[src/rtl/polyline_length_accumulator_unit_defines.svh]
// Assertion macros for the polyline length accumulator.
// Included by RTL files that carry concurrent assertions; no other dependencies.
`ifndef POLYLINE_LENGTH_ACCUMULATOR_UNIT_DEFINES_SVH
`define POLYLINE_LENGTH_ACCUMULATOR_UNIT_DEFINES_SVH

`ifndef SYNTH
// The consequent holds in the same cycle as the antecedent.
`define PLAU_ASSERT_IMPLY(label, clk, rst_n, ante, cons, msg) \
    label: assert property (@(posedge clk) disable iff (!rst_n) (ante) |-> (cons)) \
        else $error(msg);
// The consequent holds in the cycle after the antecedent.
`define PLAU_ASSERT_NEXT(label, clk, rst_n, ante, cons, msg) \
    label: assert property (@(posedge clk) disable iff (!rst_n) (ante) |=> (cons)) \
        else $error(msg);
`else
`define PLAU_ASSERT_IMPLY(label, clk, rst_n, ante, cons, msg)
`define PLAU_ASSERT_NEXT(label, clk, rst_n, ante, cons, msg)
`endif

`endif

[src/rtl/plau_pkg.sv]
// Shared constants, types and tables of the polyline length accumulator.
// No dependencies; used by the channel interfaces and all modules.
`default_nettype none

package plau_pkg;

    // Field widths.
    localparam int COORD_WIDTH  = 32;
    localparam int LENGTH_WIDTH = 48;
    localparam int CORDIC_STEPS = 24;
    localparam int STEP_W       = $clog2(CORDIC_STEPS);

    // Datapath widths.
    localparam int DIFF_W   = COORD_WIDTH + 1;
    localparam int MUL_W    = 34;
    localparam int PROD_W   = 2 * MUL_W;
    localparam int SQ_W     = 66;
    localparam int RAD_W    = 68;
    localparam int ROOT_W   = RAD_W / 2;
    localparam int CW       = 34;
    localparam int BAM_W    = 32;
    localparam int THETA_W  = 31;
    localparam int SEG_W    = 34;
    localparam int QUO_W    = 28;
    localparam int QUO_SHIFT = 39;
    localparam int REM_W6   = 6;
    localparam int SMALL_W  = 13;
    localparam int SMALL_SHIFT = 19;

    // Arithmetic constants.
    localparam logic [MUL_W-1:0] RECIP45       = 34'd12216795865;
    localparam logic [13:0]      RECIP45_SMALL = 14'd11651;
    localparam logic [CW-1:0]    KINV_Q30      = 34'd652032874;
    localparam logic [MUL_W-1:0] METRE16_TURN  = 34'd1280967324;
    localparam logic [60:0]      A_LIM         = 61'h1000_0000_0000_0000;
    localparam logic [LENGTH_WIDTH-1:0] LENGTH_MAX = {LENGTH_WIDTH{1'b1}};

    // Request and status between the sequencer and the shared units.
    typedef struct packed {
        logic                 start;
        logic                 vector_mode;
        logic [BAM_W-1:0]     bam;
        logic signed [CW-1:0] vec_y;
        logic signed [CW-1:0] vec_x;
    } cordic_cmd_t;

    typedef struct packed {
        logic                 done;
        logic signed [CW-1:0] sin_q30;
        logic signed [CW-1:0] cos_q30;
        logic [THETA_W-1:0]   theta;
    } cordic_res_t;

    typedef struct packed {
        logic             start;
        logic [RAD_W-1:0] radicand;
    } sqrt_cmd_t;

    typedef struct packed {
        logic              done;
        logic [ROOT_W-1:0] root;
    } sqrt_res_t;

    // Arctangent of 2^-i as a binary angle, 2^32 per turn.
    function automatic logic [BAM_W-1:0] atan_bam(input logic [4:0] i);
        logic [BAM_W-1:0] r;
        unique case (i)
            5'd0:  r = 32'h20000000;
            5'd1:  r = 32'h12E4051E;
            5'd2:  r = 32'h09FB385B;
            5'd3:  r = 32'h051111D4;
            5'd4:  r = 32'h028B0D43;
            5'd5:  r = 32'h0145D7E1;
            5'd6:  r = 32'h00A2F61E;
            5'd7:  r = 32'h00517C55;
            5'd8:  r = 32'h0028BE53;
            5'd9:  r = 32'h00145F2F;
            5'd10: r = 32'h000A2F98;
            5'd11: r = 32'h000517CC;
            5'd12: r = 32'h00028BE6;
            5'd13: r = 32'h000145F3;
            5'd14: r = 32'h0000A2FA;
            5'd15: r = 32'h0000517D;
            5'd16: r = 32'h000028BE;
            5'd17: r = 32'h0000145F;
            5'd18: r = 32'h00000A30;
            5'd19: r = 32'h00000518;
            5'd20: r = 32'h0000028C;
            5'd21: r = 32'h00000146;
            5'd22: r = 32'h000000A3;
            5'd23: r = 32'h00000051;
            5'd24: r = 32'h00000029;
            5'd25: r = 32'h00000014;
            5'd26: r = 32'h0000000A;
            5'd27: r = 32'h00000005;
            5'd28: r = 32'h00000003;
            5'd29: r = 32'h00000001;
            5'd30: r = 32'h00000001;
            default: r = 32'h00000000;
        endcase
        return r;
    endfunction

    // Magnitude of a signed coordinate difference.
    function automatic logic [DIFF_W-1:0] mag_diff(input logic signed [DIFF_W-1:0] v);
        logic [DIFF_W-1:0] r;
        r = v[DIFF_W-1] ? DIFF_W'(-v) : DIFF_W'(v);
        return r;
    endfunction

    // Magnitude of a signed CORDIC value.
    function automatic logic [CW-1:0] mag_cw(input logic signed [CW-1:0] v);
        logic [CW-1:0] r;
        r = v[CW-1] ? CW'(-v) : CW'(v);
        return r;
    endfunction

endpackage

`default_nettype wire

[src/rtl/plau_isqrt.sv]
// Iterative floor square root: one radicand bit pair per cycle.
// Depends on plau_pkg for widths and the request types.
`default_nettype none

module plau_isqrt (
    input  wire                 clk,
    input  wire                 rst_n,
    input  plau_pkg::sqrt_cmd_t cmd,
    output plau_pkg::sqrt_res_t res
);
    import plau_pkg::*;

    localparam int REM_W = ROOT_W + 3;
    localparam int CNT_W = $clog2(ROOT_W);

    logic                busy_reg, busy_next;
    logic                done_reg, done_next;
    logic [CNT_W-1:0]    cnt_reg, cnt_next;
    logic [RAD_W-1:0]    rad_reg, rad_next;
    logic [REM_W-1:0]    rem_reg, rem_next;
    logic [ROOT_W-1:0]   root_reg, root_next;

    logic [REM_W-1:0]    trial_rem;
    logic [REM_W-1:0]    trial_sub;
    logic                fits;

    // Restoring square root step.
    always_comb
    begin
        busy_next = busy_reg;
        done_next = 1'b0;
        cnt_next  = cnt_reg;
        rad_next  = rad_reg;
        rem_next  = rem_reg;
        root_next = root_reg;
        trial_rem = {rem_reg[REM_W-3:0], rad_reg[RAD_W-1 -: 2]};
        trial_sub = REM_W'({root_reg, 2'b01});
        fits      = trial_rem >= trial_sub;
        if (cmd.start)
        begin
            busy_next = 1'b1;
            cnt_next  = '0;
            rad_next  = cmd.radicand;
            rem_next  = '0;
            root_next = '0;
        end
        else if (busy_reg)
        begin
            rem_next  = fits ? trial_rem - trial_sub : trial_rem;
            root_next = {root_reg[ROOT_W-2:0], fits};
            rad_next  = {rad_reg[RAD_W-3:0], 2'b00};
            if (cnt_reg == CNT_W'(ROOT_W - 1))
            begin
                busy_next = 1'b0;
                done_next = 1'b1;
            end
            else
            begin
                cnt_next = cnt_reg + 1'b1;
            end
        end
    end

    // Control state.
    always_ff @(posedge clk or negedge rst_n)
    begin
        if (!rst_n)
        begin
            busy_reg <= 1'b0;
            done_reg <= 1'b0;
        end
        else
        begin
            busy_reg <= busy_next;
            done_reg <= done_next;
        end
    end

    // Datapath registers.
    always_ff @(posedge clk)
    begin
        cnt_reg  <= cnt_next;
        rad_reg  <= rad_next;
        rem_reg  <= rem_next;
        root_reg <= root_next;
    end

    assign res.done = done_reg;
    assign res.root = root_reg;

endmodule

`default_nettype wire

[config.mk]
export PLATFORM = sky130hd
export DESIGN_NAME = plau_isqrt
export DESIGN_NICKNAME = d
export VERILOG_FILES = /design/src/rtl/polyline_length_accumulator_unit_defines.svh /design/src/rtl/plau_pkg.sv /design/src/rtl/plau_isqrt.sv
export SDC_FILE = /design/constraint.sdc
export NUM_CORES = 1
export LEC_CHECK = 0
export BUFFER_PORTS_ARGS = -buffer_cell sky130_fd_sc_hd__buf_2
export CAP_MARGIN = 10
export CORE_ASPECT_RATIO = 1.25
export CORE_MARGIN = 10
export CORE_UTILIZATION = 53
export CTS_CLUSTER_DIAMETER = 200
export DETAILED_ROUTE_END_ITERATION = 6
export PLACE_DENSITY = 0.77
export SYNTH_ARGS = -nofsm -noshare
export SYNTH_HDL_FRONTEND = slang
export SYNTH_SLANG_ARGS = --single-unit
export TNS_END_PERCENT = 50
[constraint.sdc]
create_clock -name clk -period 2.9 [get_ports clk]
set_input_delay 0.29 -clock clk [delete_from_list [all_inputs] [get_ports clk]]
set_output_delay 0.29 -clock clk [all_outputs]
set_load 0.005 [all_outputs]
==> flow_summary_export.csv <==
group,metric,value,unit
yosys,ys_types,65,
timing,timing.hold.ws,153.0,ps
global_route,grtUsageMet3,6.940,%
critical_path,crit_arrival,3140,ps
global_route,grt_overflow,0,
finish,num_antenna_cells,0,
global_route,grt.busiest_layer,"met2",
global_route,grt_pass1_wl,30.05,mm
drt,drtIter0Drc,291,
yosys,syn_area_per_cell,10.49,um^2
finish,nFillCells,1171,
yosys,synthTopCellsByArea,"edfxtp_1 26%, dfxtp_1 19%, mux2_2 9.4%",
yosys,synthArstFlopShare,1.379,%
clock_network,htreeDepth,4,
placed_design,hpwl,12.77,mm
yosys,synth-edff-count,68,
drt,firstDrtPassIters,6,
drt,wire_per_inst,16.98,um
critical_path,endpoint_kind,"register",
pwr,power_density,1028,nW/um^2
yosys,ys_ff_latch,145,
critical_path,critPathKind,"register to register",
min_path,hold_class,"input port to register",
timing,setup_viol,0,
critical_path,critPathMaxFanout,8,
drt,ant_nets,0,
placed_design,placedCellCount,1043,
die,start_util,53.58,%
timing,max_freq,0.3491,GHz
clock_network,cts.clk_slew.worst_paths,60,ps
clock_network,cts.sink_count,145,
timing,finalClockSkew,8.340,ps
clock_network,cts_tree,"yes",
timing,min_period,2865,ps
yosys,syn_inst,757,
global_route,antenna_found_initial,1,
critical_path,path_buf_inv,1,
job,maxCapViolCount,0,
yosys,yosysTopAreaCellShare,25.70,%
finish,area_growth,23.33,%
placed_design,buffer_ports.inserted,105,
critical_path,cp_slowest_cell,"dfxtp_4",
timing,tightest_slew,620.3,ps
die,die_w,129.5,um
pwr,ir_worst_vdd,0.4763,mV
global_route,first_global_vias,6264,
timing,slew_violations,0,
die,design.core.area,14830,um^2
clock_network,clock_latency,420,ps
yosys,synth_seq_area_share,45.24,%
timing,period_share,98.79,%
timing,rsz0062_at_grt,"yes",
yosys,synth_area,7944,um^2
drt,vias,6157,
global_route,gr-usage-met2,30.34,%
pwr,swShare,36.66,%
critical_path,crit_path_start_kind,"register",
pwr,p_comb_share,51.4,%
finish,num-nets-final,1001,
die,fp.dieH,156.9,um
pwr,power_frac_clock,22.1,%
placed_design,place.gp.congestion,0.9146,
finish,layoutNonFillerInstCount,1086,
yosys,synth_nets,866,
finish,drive_above_1_share,34.29,%
die,ioPinCount,106,
pwr,p_switching,3691,uW
die,rows,50,
clock_network,clock-root-buffer,"clkbuf_16",
global_route,grt_use_total,18.12,%
drt,drc,0,
pwr,p_leak,0.004300,uW
die,dieArea,20320,um^2
critical_path,crit_required,3180,ps
global_route,met1_usage,20.77,%
drt,via_per_inst,5.669,
yosys,dominantRegCellSynth,"dfxtp_1",
critical_path,path_cells,"ha_4, and2_4, a221o_1, a21oi_2, o211ai_2, a311oi_4, a31oi_4, nor2_8, buf_12, mux2i_2, a211oi_1",
critical_path,crit_family,"compound AO/OA/AOI/OAI gates",
clock_network,cts_buffers,17,
yosys,ys.warnings.count,0,
pwr,seq_power_share,26.5,%
clock_network,clk_path_buf_depth,2,
yosys,synth_area_leader_cell,"edfxtp_1",
global_route,grt_max_degree,61,
timing,slew_headroom,58.64,%
finish,largest_reg_flops,68,
drt,totalWireLength,18.44,mm
run_status,outcome,"finished, final reports clean",
pwr,power.internal,6376,uW
timing,finalHoldViolCount,0,
critical_path,critPathMaxStageDelay,360,ps
[through the flow]
stage                     power, uW  cell area [um^2]  worst slack [ps]  setup TNS [ps]  util (%)
after floorplan                6077              7944             48.32               0         -
after global routing          10680              9797            -103.7           -1445     66.08
after CTS                      9536              9499            -11.81          -24.80     64.07
after detailed placement       7172              8853            -98.82          -370.6     59.71
final                         10070              9797             35.21               0     66.08
after global placement         7094              8853            -42.33          -42.33     59.71
[repair_timing]
item / in CTS / in global routing
resized for setup: 6 / 50
hold buffers: 1 / 0
pin swaps: 3 / 30
endpoints found under the hold margin: 2 / 0
gates cloned: 0 / 2
endpoints found under the setup margin: 19 / 36
setup buffers: 2 / 7
[worst register-to-register path: stages, from the launching register on]
cell      delay (ps)
dfxtp_4          360
ha_4             250
and2_4           140
a221o_1          360
a21oi_2          180
o211ai_2         150
a311oi_4         360
a31oi_4          170
nor2_8           230
buf_12           180
mux2i_2          240
a211oi_1          90
[placed cells by master, fill, tap and decap left out, types with 4 or more instances in the layout]
master	count
a211oi_1	22
a211oi_2	4
a21o_1	16
a21oi_1	31
a21oi_2	7
a311oi_1	6
a31oi_1	7
and3_1	6
buf_12	5
buf_2	105
buf_4	41
clkbuf_16	18
dfxtp_1	66
dfxtp_2	8
edfxtp_1	68
ha_1	27
ha_4	8
inv_1	42
inv_2	4
mux2_2	66
mux2i_1	50
nand2_1	27
nand2b_1	10
nand3_1	9
nand4_1	5
nor2_1	86
nor2b_1	5
o211ai_1	5
o21a_1	4
o21ai_0	24
o22ai_1	4
xnor2_1	23
xor2_1	13
[power groups by stage]
stage	clock (uW)	combinational, uW	sequential (uW)
final	2220	5170	2670
after global routing	2340	5640	2700
after CTS	2260	4630	2640
after detailed placement	0	4490	2680
after global placement	0	4420	2670
after floorplan	0	3460	2620
[cell families after synthesis]
kind of cell               after synthesis  synth area share (%)
and+or+nand+nor                        176                 10.47
AOI/OAI and AO/OA                      158                 13.75
DFF                                    145                 45.24
muxes                                  120                 16.18
buffers and inverters                   84                 4.410
adders and majority gates               38                 5.985
xor gates and xnor gates                36                 3.969
[worst paths after layout]
path | to | slack (ps) | startpoint | cells past startpoint
worst min register to register | cnt_reg[5]$_SDFFE_PP0P_ | 490 | cnt_reg[5]$_SDFFE_PP0P_ | 2
worst max-delay path | rem_reg[15]$_SDFFE_PP0P_ | 40 | rem_reg[11]$_SDFFE_PP0P_ | 11
worst max register to register | rem_reg[15]$_SDFFE_PP0P_ | 40 | rem_reg[11]$_SDFFE_PP0P_ | 11
min in group asynchronous | busy_reg$_DFF_PN0_ | 170 | rst_n | 2
worst min-delay path | rad_reg[0]$_SDFFCE_PN0P_ | 150 | cmd[0] | 2
max in group asynchronous | busy_reg$_DFF_PN0_ | 2620 | rst_n | 2
[synth_stat cells (3+ instances only)]
cell type and count:
a211oi_1 25, a21o_1 16, a21oi_1 37, a311oi_1 7, a31oi_1 7, and3_1 6
buf_1 7, clkbuf_1 27, dfxtp_1 75, edfxtp_1 68, ha_1 38, inv_1 46
mux2_2 66, mux2i_1 53, nand2_1 27, nand2b_1 10, nand3_1 9, nand4_1 5
nor2_1 87, nor2b_1 5, nor3_1 4, nor3b_1 3, nor4_1 3, o211ai_1 5
o21a_1 4, o21ai_0 25, o221ai_1 3, o22ai_1 5, or2_2 4, or3_1 3
xnor2_1 23, xor2_1 13
[cell type report]
cell class / instances / area, um^2 / share of cell area [%]
Sequential cell: 145 / 3611 / 36.86
Timing Repair Buffer: 154 / 979.7 / 10.00
Tap cell: 182 / 227.7 / 2.324
Clock inverter: 14 / 165.2 / 1.686
Inverter: 46 / 172.7 / 1.762
Multi-Input combinational cell: 528 / 4215 / 43.03
Clock buffer: 17 / 425.4 / 4.342
[per-layer routing]
metal / routed length [um] / vias up / part of all wire, %
met5: 20 / - / 0.11
met4: 361 / 2 / 2.0
met3: 1321 / 39 / 7.2
met2: 9264 / 158 / 50
met1: 7469 / 2944 / 41
li1: - / 3014 / -
(Power assumes the default switching activity.)
