`src/rtl/polyline_length_accumulator_unit_defines.svh`:
```
// Assertion macros for the polyline length accumulator.
// Included by RTL files that carry concurrent assertions; no other dependencies.
`ifndef POLYLINE_LENGTH_ACCUMULATOR_UNIT_DEFINES_SVH
`define POLYLINE_LENGTH_ACCUMULATOR_UNIT_DEFINES_SVH

`ifndef SYNTH
// The consequent holds in the same cycle as the antecedent.
`define PLAU_ASSERT_IMPLY(label, clk, rst_n, ante, cons, msg) \
    label: assert property (@(posedge clk) disable iff (!rst_n) (ante) |-> (cons)) \
        else $error(msg);
// The consequent holds in the cycle after the antecedent.
`define PLAU_ASSERT_NEXT(label, clk, rst_n, ante, cons, msg) \
    label: assert property (@(posedge clk) disable iff (!rst_n) (ante) |=> (cons)) \
        else $error(msg);
`else
`define PLAU_ASSERT_IMPLY(label, clk, rst_n, ante, cons, msg)
`define PLAU_ASSERT_NEXT(label, clk, rst_n, ante, cons, msg)
`endif

`endif

```
`src/rtl/plau_pkg.sv`:
```
// Shared constants, types and tables of the polyline length accumulator.
// No dependencies; used by the channel interfaces and all modules.
`default_nettype none

package plau_pkg;

    // Field widths.
    localparam int COORD_WIDTH  = 32;
    localparam int LENGTH_WIDTH = 48;
    localparam int CORDIC_STEPS = 24;
    localparam int STEP_W       = $clog2(CORDIC_STEPS);

    // Datapath widths.
    localparam int DIFF_W   = COORD_WIDTH + 1;
    localparam int MUL_W    = 34;
    localparam int PROD_W   = 2 * MUL_W;
    localparam int SQ_W     = 66;
    localparam int RAD_W    = 68;
    localparam int ROOT_W   = RAD_W / 2;
    localparam int CW       = 34;
    localparam int BAM_W    = 32;
    localparam int THETA_W  = 31;
    localparam int SEG_W    = 34;
    localparam int QUO_W    = 28;
    localparam int QUO_SHIFT = 39;
    localparam int REM_W6   = 6;
    localparam int SMALL_W  = 13;
    localparam int SMALL_SHIFT = 19;

    // Arithmetic constants.
    localparam logic [MUL_W-1:0] RECIP45       = 34'd12216795865;
    localparam logic [13:0]      RECIP45_SMALL = 14'd11651;
    localparam logic [CW-1:0]    KINV_Q30      = 34'd652032874;
    localparam logic [MUL_W-1:0] METRE16_TURN  = 34'd1280967324;
    localparam logic [60:0]      A_LIM         = 61'h1000_0000_0000_0000;
    localparam logic [LENGTH_WIDTH-1:0] LENGTH_MAX = {LENGTH_WIDTH{1'b1}};

    // Request and status between the sequencer and the shared units.
    typedef struct packed {
        logic                 start;
        logic                 vector_mode;
        logic [BAM_W-1:0]     bam;
        logic signed [CW-1:0] vec_y;
        logic signed [CW-1:0] vec_x;
    } cordic_cmd_t;

    typedef struct packed {
        logic                 done;
        logic signed [CW-1:0] sin_q30;
        logic signed [CW-1:0] cos_q30;
        logic [THETA_W-1:0]   theta;
    } cordic_res_t;

    typedef struct packed {
        logic             start;
        logic [RAD_W-1:0] radicand;
    } sqrt_cmd_t;

    typedef struct packed {
        logic              done;
        logic [ROOT_W-1:0] root;
    } sqrt_res_t;

    // Arctangent of 2^-i as a binary angle, 2^32 per turn.
    function automatic logic [BAM_W-1:0] atan_bam(input logic [4:0] i);
        logic [BAM_W-1:0] r;
        unique case (i)
            5'd0:  r = 32'h20000000;
            5'd1:  r = 32'h12E4051E;
            5'd2:  r = 32'h09FB385B;
            5'd3:  r = 32'h051111D4;
            5'd4:  r = 32'h028B0D43;
            5'd5:  r = 32'h0145D7E1;
            5'd6:  r = 32'h00A2F61E;
            5'd7:  r = 32'h00517C55;
            5'd8:  r = 32'h0028BE53;
            5'd9:  r = 32'h00145F2F;
            5'd10: r = 32'h000A2F98;
            5'd11: r = 32'h000517CC;
            5'd12: r = 32'h00028BE6;
            5'd13: r = 32'h000145F3;
            5'd14: r = 32'h0000A2FA;
            5'd15: r = 32'h0000517D;
            5'd16: r = 32'h000028BE;
            5'd17: r = 32'h0000145F;
            5'd18: r = 32'h00000A30;
            5'd19: r = 32'h00000518;
            5'd20: r = 32'h0000028C;
            5'd21: r = 32'h00000146;
            5'd22: r = 32'h000000A3;
            5'd23: r = 32'h00000051;
            5'd24: r = 32'h00000029;
            5'd25: r = 32'h00000014;
            5'd26: r = 32'h0000000A;
            5'd27: r = 32'h00000005;
            5'd28: r = 32'h00000003;
            5'd29: r = 32'h00000001;
            5'd30: r = 32'h00000001;
            default: r = 32'h00000000;
        endcase
        return r;
    endfunction

    // Magnitude of a signed coordinate difference.
    function automatic logic [DIFF_W-1:0] mag_diff(input logic signed [DIFF_W-1:0] v);
        logic [DIFF_W-1:0] r;
        r = v[DIFF_W-1] ? DIFF_W'(-v) : DIFF_W'(v);
        return r;
    endfunction

    // Magnitude of a signed CORDIC value.
    function automatic logic [CW-1:0] mag_cw(input logic signed [CW-1:0] v);
        logic [CW-1:0] r;
        r = v[CW-1] ? CW'(-v) : CW'(v);
        return r;
    endfunction

endpackage

`default_nettype wire

```
`src/rtl/plau_cordic.sv`:
```
// Iterative CORDIC unit: one micro-rotation per cycle, rotation or vectoring.
// Depends on plau_pkg for widths, the arctangent table and the request types.
`default_nettype none

module plau_cordic (
    input  wire                  clk,
    input  wire                  rst_n,
    input  plau_pkg::cordic_cmd_t cmd,
    output plau_pkg::cordic_res_t res
);
    import plau_pkg::*;

    logic                 busy_reg, busy_next;
    logic                 done_reg, done_next;
    logic                 vec_reg, vec_next;
    logic [1:0]           quad_reg, quad_next;
    logic [STEP_W-1:0]    cnt_reg, cnt_next;
    logic signed [CW-1:0] x_reg, x_next;
    logic signed [CW-1:0] y_reg, y_next;
    logic signed [CW-1:0] z_reg, z_next;

    logic signed [CW-1:0] xs;
    logic signed [CW-1:0] ys;
    logic signed [CW-1:0] ang;
    logic                 ccw;

    // One micro-rotation per cycle while busy.
    always_comb
    begin
        busy_next = busy_reg;
        done_next = 1'b0;
        vec_next  = vec_reg;
        quad_next = quad_reg;
        cnt_next  = cnt_reg;
        x_next    = x_reg;
        y_next    = y_reg;
        z_next    = z_reg;
        xs  = x_reg >>> cnt_reg;
        ys  = y_reg >>> cnt_reg;
        ang = CW'(atan_bam(5'(cnt_reg)));
        ccw = vec_reg ? !(y_reg > 0) : (z_reg >= 0);
        if (cmd.start)
        begin
            busy_next = 1'b1;
            cnt_next  = '0;
            vec_next  = cmd.vector_mode;
            quad_next = cmd.bam[BAM_W-1 -: 2];
            if (cmd.vector_mode)
            begin
                x_next = cmd.vec_x;
                y_next = cmd.vec_y;
                z_next = '0;
            end
            else
            begin
                x_next = KINV_Q30;
                y_next = '0;
                z_next = CW'(cmd.bam[BAM_W-3:0]);
            end
        end
        else if (busy_reg)
        begin
            if (ccw)
            begin
                x_next = x_reg - ys;
                y_next = y_reg + xs;
                z_next = z_reg - ang;
            end
            else
            begin
                x_next = x_reg + ys;
                y_next = y_reg - xs;
                z_next = z_reg + ang;
            end
            if (cnt_reg == STEP_W'(CORDIC_STEPS - 1))
            begin
                busy_next = 1'b0;
                done_next = 1'b1;
            end
            else
            begin
                cnt_next = cnt_reg + 1'b1;
            end
        end
    end

    // Control state.
    always_ff @(posedge clk or negedge rst_n)
    begin
        if (!rst_n)
        begin
            busy_reg <= 1'b0;
            done_reg <= 1'b0;
        end
        else
        begin
            busy_reg <= busy_next;
            done_reg <= done_next;
        end
    end

    // Datapath registers.
    always_ff @(posedge clk)
    begin
        vec_reg  <= vec_next;
        quad_reg <= quad_next;
        cnt_reg  <= cnt_next;
        x_reg    <= x_next;
        y_reg    <= y_next;
        z_reg    <= z_next;
    end

    // Quadrant mapping of the rotation result and clamping of the angle.
    always_comb
    begin
        res.done = done_reg;
        unique case (quad_reg)
            2'd0:
            begin
                res.cos_q30 = x_reg;
                res.sin_q30 = y_reg;
            end
            2'd1:
            begin
                res.cos_q30 = -y_reg;
                res.sin_q30 = x_reg;
            end
            2'd2:
            begin
                res.cos_q30 = -x_reg;
                res.sin_q30 = -y_reg;
            end
            default:
            begin
                res.cos_q30 = y_reg;
                res.sin_q30 = -x_reg;
            end
        endcase
        if (z_reg < 0)
            res.theta = '0;
        else if (z_reg > (CW'(1) <<< 30))
            res.theta = THETA_W'(1) << 30;
        else
            res.theta = z_reg[THETA_W-1:0];
    end

endmodule

`default_nettype wire

```
`config.mk`:
```
export PLATFORM = sky130hd
export DESIGN_NAME = plau_cordic
export DESIGN_NICKNAME = d
export VERILOG_FILES = /design/src/rtl/polyline_length_accumulator_unit_defines.svh /design/src/rtl/plau_pkg.sv /design/src/rtl/plau_cordic.sv
export SDC_FILE = /design/constraint.sdc
export NUM_CORES = 1
export LEC_CHECK = 0
export ABC_AREA = 1
export BUFFER_PORTS_ARGS = -buffer_cell sky130_fd_sc_hd__buf_2
export CORE_MARGIN = 4
export CORE_UTILIZATION = 40
export DETAILED_ROUTE_END_ITERATION = 12
export PLACE_DENSITY_LB_ADDON = 0.05
export SYNTH_ARGS = -nofsm -noshare
export SYNTH_HDL_FRONTEND = slang
export SYNTH_SLANG_ARGS = --single-unit
```
`constraint.sdc`:
```
create_clock -name clk -period 5.37 [get_ports clk]
set_input_delay 1.074 -clock clk [delete_from_list [all_inputs] [get_ports clk]]
set_output_delay 1.074 -clock clk [all_outputs]
set_load 0.03 [all_outputs]
```
==> impl_metrics.ini, run 1 <==
[grt]
grt_pass1_wl_um = 148000
grt_pass1_vias = 24375
grt_max_degree = 69
antenna_found_initial = 5
grt_overflow = 0
grt_usage = 0.340

[floorplanning]
start_util = 0.403
die_y_um = 238
core.rowCount = 84
pin_count = 204
dieArea_um2 = 56600
core_area_um2 = 52400
die_w_um = 238

[synthesis]
synthMuxAreaShare = 0
yosys.area.top_type = nand2_1
synthCells = 3545
ys_seq_area_frac = 0.184
synth-xor-area-share = 0.0662
synthSimpleGateAreaFrac = 0.412
async_reset_ff_frac = 0.0141
avgSynthCellArea_um2 = 5.97
ys_types = 64
synth_compound_area_frac = 0.163
synthTopCellsByArea = nand2_1 17%, edfxtp_1 15%, nand3_1 11%, ha_1 6.7%, inv_1 6.6%
ys_ff_latch = 142
synth_edf_count = 105
synth.top_cell.area_share = 0.166
synth_nets = 3765
netlist_top_cells_count = 937 x nand2_1, 485 x nand3_1, 374 x inv_1
ys_warn_count = 0
yosysMostFrequentCell = nand2_1
synth_fa_ha_area_frac = 0.0697
synth-main-ff-cell = edfxtp_1
syn_area_um2 = 21200
synth_top_family_by_area = simple AND/OR/NAND/NOR gates

[timing]
slew_headroom = 0.255
clock_skew_ps = 17.8
finalWorstSetupSlack_ps = 376
rsz0062_at_grt = false
hold_violations = 0
fin_tns_setup_ps = 0
setup_viol = 0
period_share = 0.930
fin_hold_ws_ps = 359
drv_slew = 0
min_period_ps = 4990
worst_pin_slew_ps = 1120
clock.fmax_mhz = 200

[finish]
final_nets = 3919
final_cell_area_um2 = 23800
syn_to_final_growth_pct = 12.4
layout-drive-gt1-share = 0.125

[power_and_ir_drop]
power.density_nw_per_um2 = 774
ir_worst_vdd_uv = 348
switching_share = 0.611
pwr-share-seq = 0.151
p_comb_frac = 0.781
switching_power_uw = 11300
p_leak_uw = 0.0117
p_int_uw = 7160
clkPwrFrac = 0.068

[clock_tree]
cts_tree = built
path_clk_slew_ps = 70
clockBufferDepth = 2
clockRootBuffer = clkbuf_16
cts-buffers-inserted = 17
clk-insertion-delay-late_ps = 500
htree_levels = 4
clock-sinks = 142

[worst_setup_path]
max_stage_delay_ps = 760
crit_path_frequent_cell = nand2_1
timing.critical_path.slowest_stage_cell = edfxtp_1
end_kind = register
worstPathArrival_ps = 5250
path_class = reg -> reg
critPathMaxFanout = 28
cp-start-kind = register
cp.required_ps = 5630

[place]
dp_hpwl_um = 81600
placed_area_um2 = 23100
dp_slack_ps = -69.8
routabilityCongestion = 1.01
portBuffers = 203

[drt]
wl_per_cell_um = 22.7
dr.pass1.iters = 9
totalWireLength_um = 99900
viasPerCell = 5.83
first_iter_violations = 2549
drc = 0
ant_nets = 0
vias = 25663

[job]
cap_violations = 0

[status]
status = finished, final reports clean

[min_path]
hp-class = in -> async
[power by group through the flow]
stage	Combinational, uW	Sequential [uW]	Clock [uW]
floorplan	9810	2170	0
global placement	13900	2790	0
detailed placement	13900	2780	0
CTS	14000	2760	1270
global route	15800	2780	1300
finish	14400	2790	1250
[per-stage QoR]
step	std cells	power [uW]	util
after floorplan	3545	12000	-
final	4403	18400	0.453
after detailed placement	4366	16700	0.440
after global routing	4400	19900	0.453
after CTS	4398	18100	0.452
after global placement	4366	16700	0.440
[critical path: cells and delay by family (launching register included)]
family	cells	cell delay (ps)
XOR/XNOR	1	160
buffers and inverters	4	930
AND/OR/NAND/NOR	14	1530
AO/OA/AOI/OAI	5	960
flip-flops	1	760
adder cells (fa/ha/maj)	1	370
[path summary, 6_finish.rpt]
| path | start | endpoint | slack, ps | cells past startpoint |
|---|---|---|---|---|
| max | y_reg[17] | y_reg[32] | 380 | 25 |
| min | rst_n | busy_reg | 360 | 1 |
| max reg2reg | y_reg[17] | y_reg[32] | 380 | 25 |
| max in group asynchronous | rst_n | done_reg | 4900 | 1 |
| min reg2reg | cnt_reg[0] | cnt_reg[0] | 650 | 2 |
| min in group clk | cnt_reg[0] | cnt_reg[0] | 650 | 2 |
[routing by layer]
metal	global-route usage	part of all wire	wire, um
met1	0.451	0.43	42900
met5	0	0.00041	41
met2	0.559	0.46	45600
met3	0.0551	0.072	7180
met4	0.128	0.042	4180
[layout by cell type (no fill, tap or decap), types with 14 or more instances in the layout]
cell	instances
clkbuf_16	19
xnor2_1	47
inv_1	373
edfxtp_1	105
a21oi_1	164
nor2_1	343
nand4_1	48
o22ai_1	16
a21o_1	15
o21ai_0	202
o21ai_1	26
o2111ai_1	24
nand3_1	485
or2_2	19
nand3_2	19
nand2_2	26
buf_4	90
ha_1	113
buf_2	203
a31oi_1	31
xor2_1	110
dfxtp_1	31
nand2_1	936
o221ai_1	14
a221oi_1	21
nor3_1	51
[layout make-up]
class	count	area (um2)
Sequential cell	142	3910
Tap cell	688	861
Fill cell	5764	28700
Inverter	389	1460
Multi-Input combinational cell	2848	15100
Timing Repair Buffer	301	1830
Clock inverter	10	87.6
Antenna cell	3	7.51
Clock buffer	22	498
[cells by family (layout without fill, tap and decap cells)]
group	count (synthesis)	in the layout
AOI/OAI and AO/OA	585	585
xor gates and xnor gates	159	159
adders and majority gates	116	116
buffers and inverters	555	722
DFF	142	142
other	0	3
and+or+nand+nor	1988	1988
[what timing repair did]
item | 4_1_cts | 5_1_grt
endpoints found under the setup margin | 7 | 41
buffers inserted | 0 | 2
gates cloned | 0 | 0
pin swaps | 0 | 1
hold buffers | 0 | 0
resized for setup | 3 | 23
No activity file was read; power rests on OpenSTA's default activity.
==> run 2, diff against run 1 <==
Clock period 5.37 ns to 4.44 ns, I/O delays scaled along.
==> impl_metrics.ini, run 2 (synthesized netlist as in run 1, its figures left out) <==
[status]
status = complete, but fails checks
violations = negative setup slack

[timing]
finalWorstSetupSlack_ps = -168
min_period_ps = 4610
slew_headroom = 0.486
fin_tns_setup_ps = -1730
worst_pin_slew_ps = 770
setup_viol = 24
period_share = 1.04
drv_slew = 0
hold_violations = 0
clock_skew_ps = 18.7
clock.fmax_mhz = 217
rsz0062_at_grt = true

[worst_setup_path]
end_kind = register
critPathMaxFanout = 9
reg2reg_depth = 27
path_class = reg -> reg
crit_path_frequent_cell = nor2_1
max_stage_delay_ps = 520
worst_r2r_endpoint = z_reg[31]
worstPathArrival_ps = 4950
r2r_start = y_reg[1]
timing.critical_path.slowest_stage_cell = edfxtp_1
cp.required_ps = 4780
reg2reg_slack_ps = -170
cp-start-kind = register

[floorplanning]
start_util = 0.403
die_y_um = 238
core.rowCount = 84
die_w_um = 238
core_area_um2 = 52400
pin_count = 204
dieArea_um2 = 56600

[job]
cap_violations = 0

[grt]
grt_overflow = 0
grt_pass1_wl_um = 161000
grt_pass1_vias = 27762
grt_usage = 0.366
grt_max_degree = 51
antenna_found_initial = 6

[drt]
vias = 29771
viasPerCell = 5.71
first_iter_violations = 2936
ant_nets = 0
totalWireLength_um = 114000
dr.pass1.iters = 6
wl_per_cell_um = 21.8
drc = 0

[finish]
final_nets = 4730
final_common_cell = buf_4
layout-drive-gt1-share = 0.429
syn_to_final_growth_pct = 61.8
final_cell_mix = 832 x buf_4, 805 x nand2_1, 376 x nand3_1, 318 x inv_1, 257 x nor2_1

[clock_tree]
clockBufferDepth = 2
ctsHoldBuffers = 0
cts_tree = built
htree_levels = 4
clockRootBuffer = clkbuf_16
path_clk_slew_ps = 70
cts-buffers-inserted = 17
clock-sinks = 142
clk-insertion-delay-late_ps = 500

[place]
dp_hpwl_um = 86300
routabilityCongestion = 1.00
portBuffers = 203

[min_path]
hp-class = in -> async
## run 2: cell count changes in the layout (fill, tap and decap cells not counted), sizes merged
cell / previous run / this run
clkinvlp: 0 / 1
diode: 3 / 2
clkinv: 5 / 7
buf: 301 / 1105
inv: 394 / 395
clkbuf: 22 / 25
## run 2: per-stage QoR
step | setup slack (ps) | hold WS (ps) | cells | instance area, um2 | utilization
floorplan | 77.9 | 509 | 3545 | 21200 | -
global placement | -936 | 664 | 4977 | 27800 | 0.530
detailed placement | -983 | 674 | 4977 | 27800 | 0.530
CTS | -104 | 142 | 5112 | 30800 | 0.588
global route | -329 | 161 | 5211 | 34200 | 0.653
finish | -168 | 174 | 5213 | 34200 | 0.653
## run 2: area by class of cell
cell class	instances	area (um2)
Clock buffer	18	450
Clock inverter	14	141
Tap cell	688	861
Sequential cell	142	3920
Fill cell	4616	18200
Antenna cell	2	5.00
Timing Repair Buffer	1112	8460
Multi-Input combinational cell	2848	18900
Inverter	389	1490
## run 2: worst max-delay path by stage
stage,slack (ps),from,endpoint,depth (start not counted)
finish,-170,y_reg[1],z_reg[31],27
global route,-330,cnt_reg[0],y_reg[33],32
CTS,-100,y_reg[1],z_reg[31],29
detailed placement,-980,y_reg[0],y_reg[24],28
global placement,-940,y_reg[0],y_reg[18],26
floorplan,80,y_reg[1],z_reg[20],29
## run 2: critical path, delay by kind of cell, from the launching register on
kind	cells	cell delay, ps
adders and majority gates	2	520
xor gates and xnor gates	1	160
buffers and inverters	4	550
AOI/OAI and AO/OA	6	1110
and+or+nand+nor	14	1570
DFF	1	520
## run 2: repair_timing
item,CTS,global route
endpoints found under the setup margin,93,104
setup buffers,102,103
gates resized for setup,391,618
pin swaps,136,310
gates cloned,3,5
## run 2: routing by layer
metal | vias to the layer above | wire length (um) | share of wire | global-route usage
met2 | 1455 | 52600 | 0.46 | 0.600
li1 | 13832 | - | - | -
met1 | 14122 | 45200 | 0.40 | 0.462
met5 | - | 40 | 0.00035 | 0
met4 | 6 | 7000 | 0.062 | 0.187
met3 | 356 | 8980 | 0.079 | 0.0655
Power of run 2 is left out: the tool's default activity adds up to more than one toggle a clock period on the data nets, which glitch-free logic cannot reach.
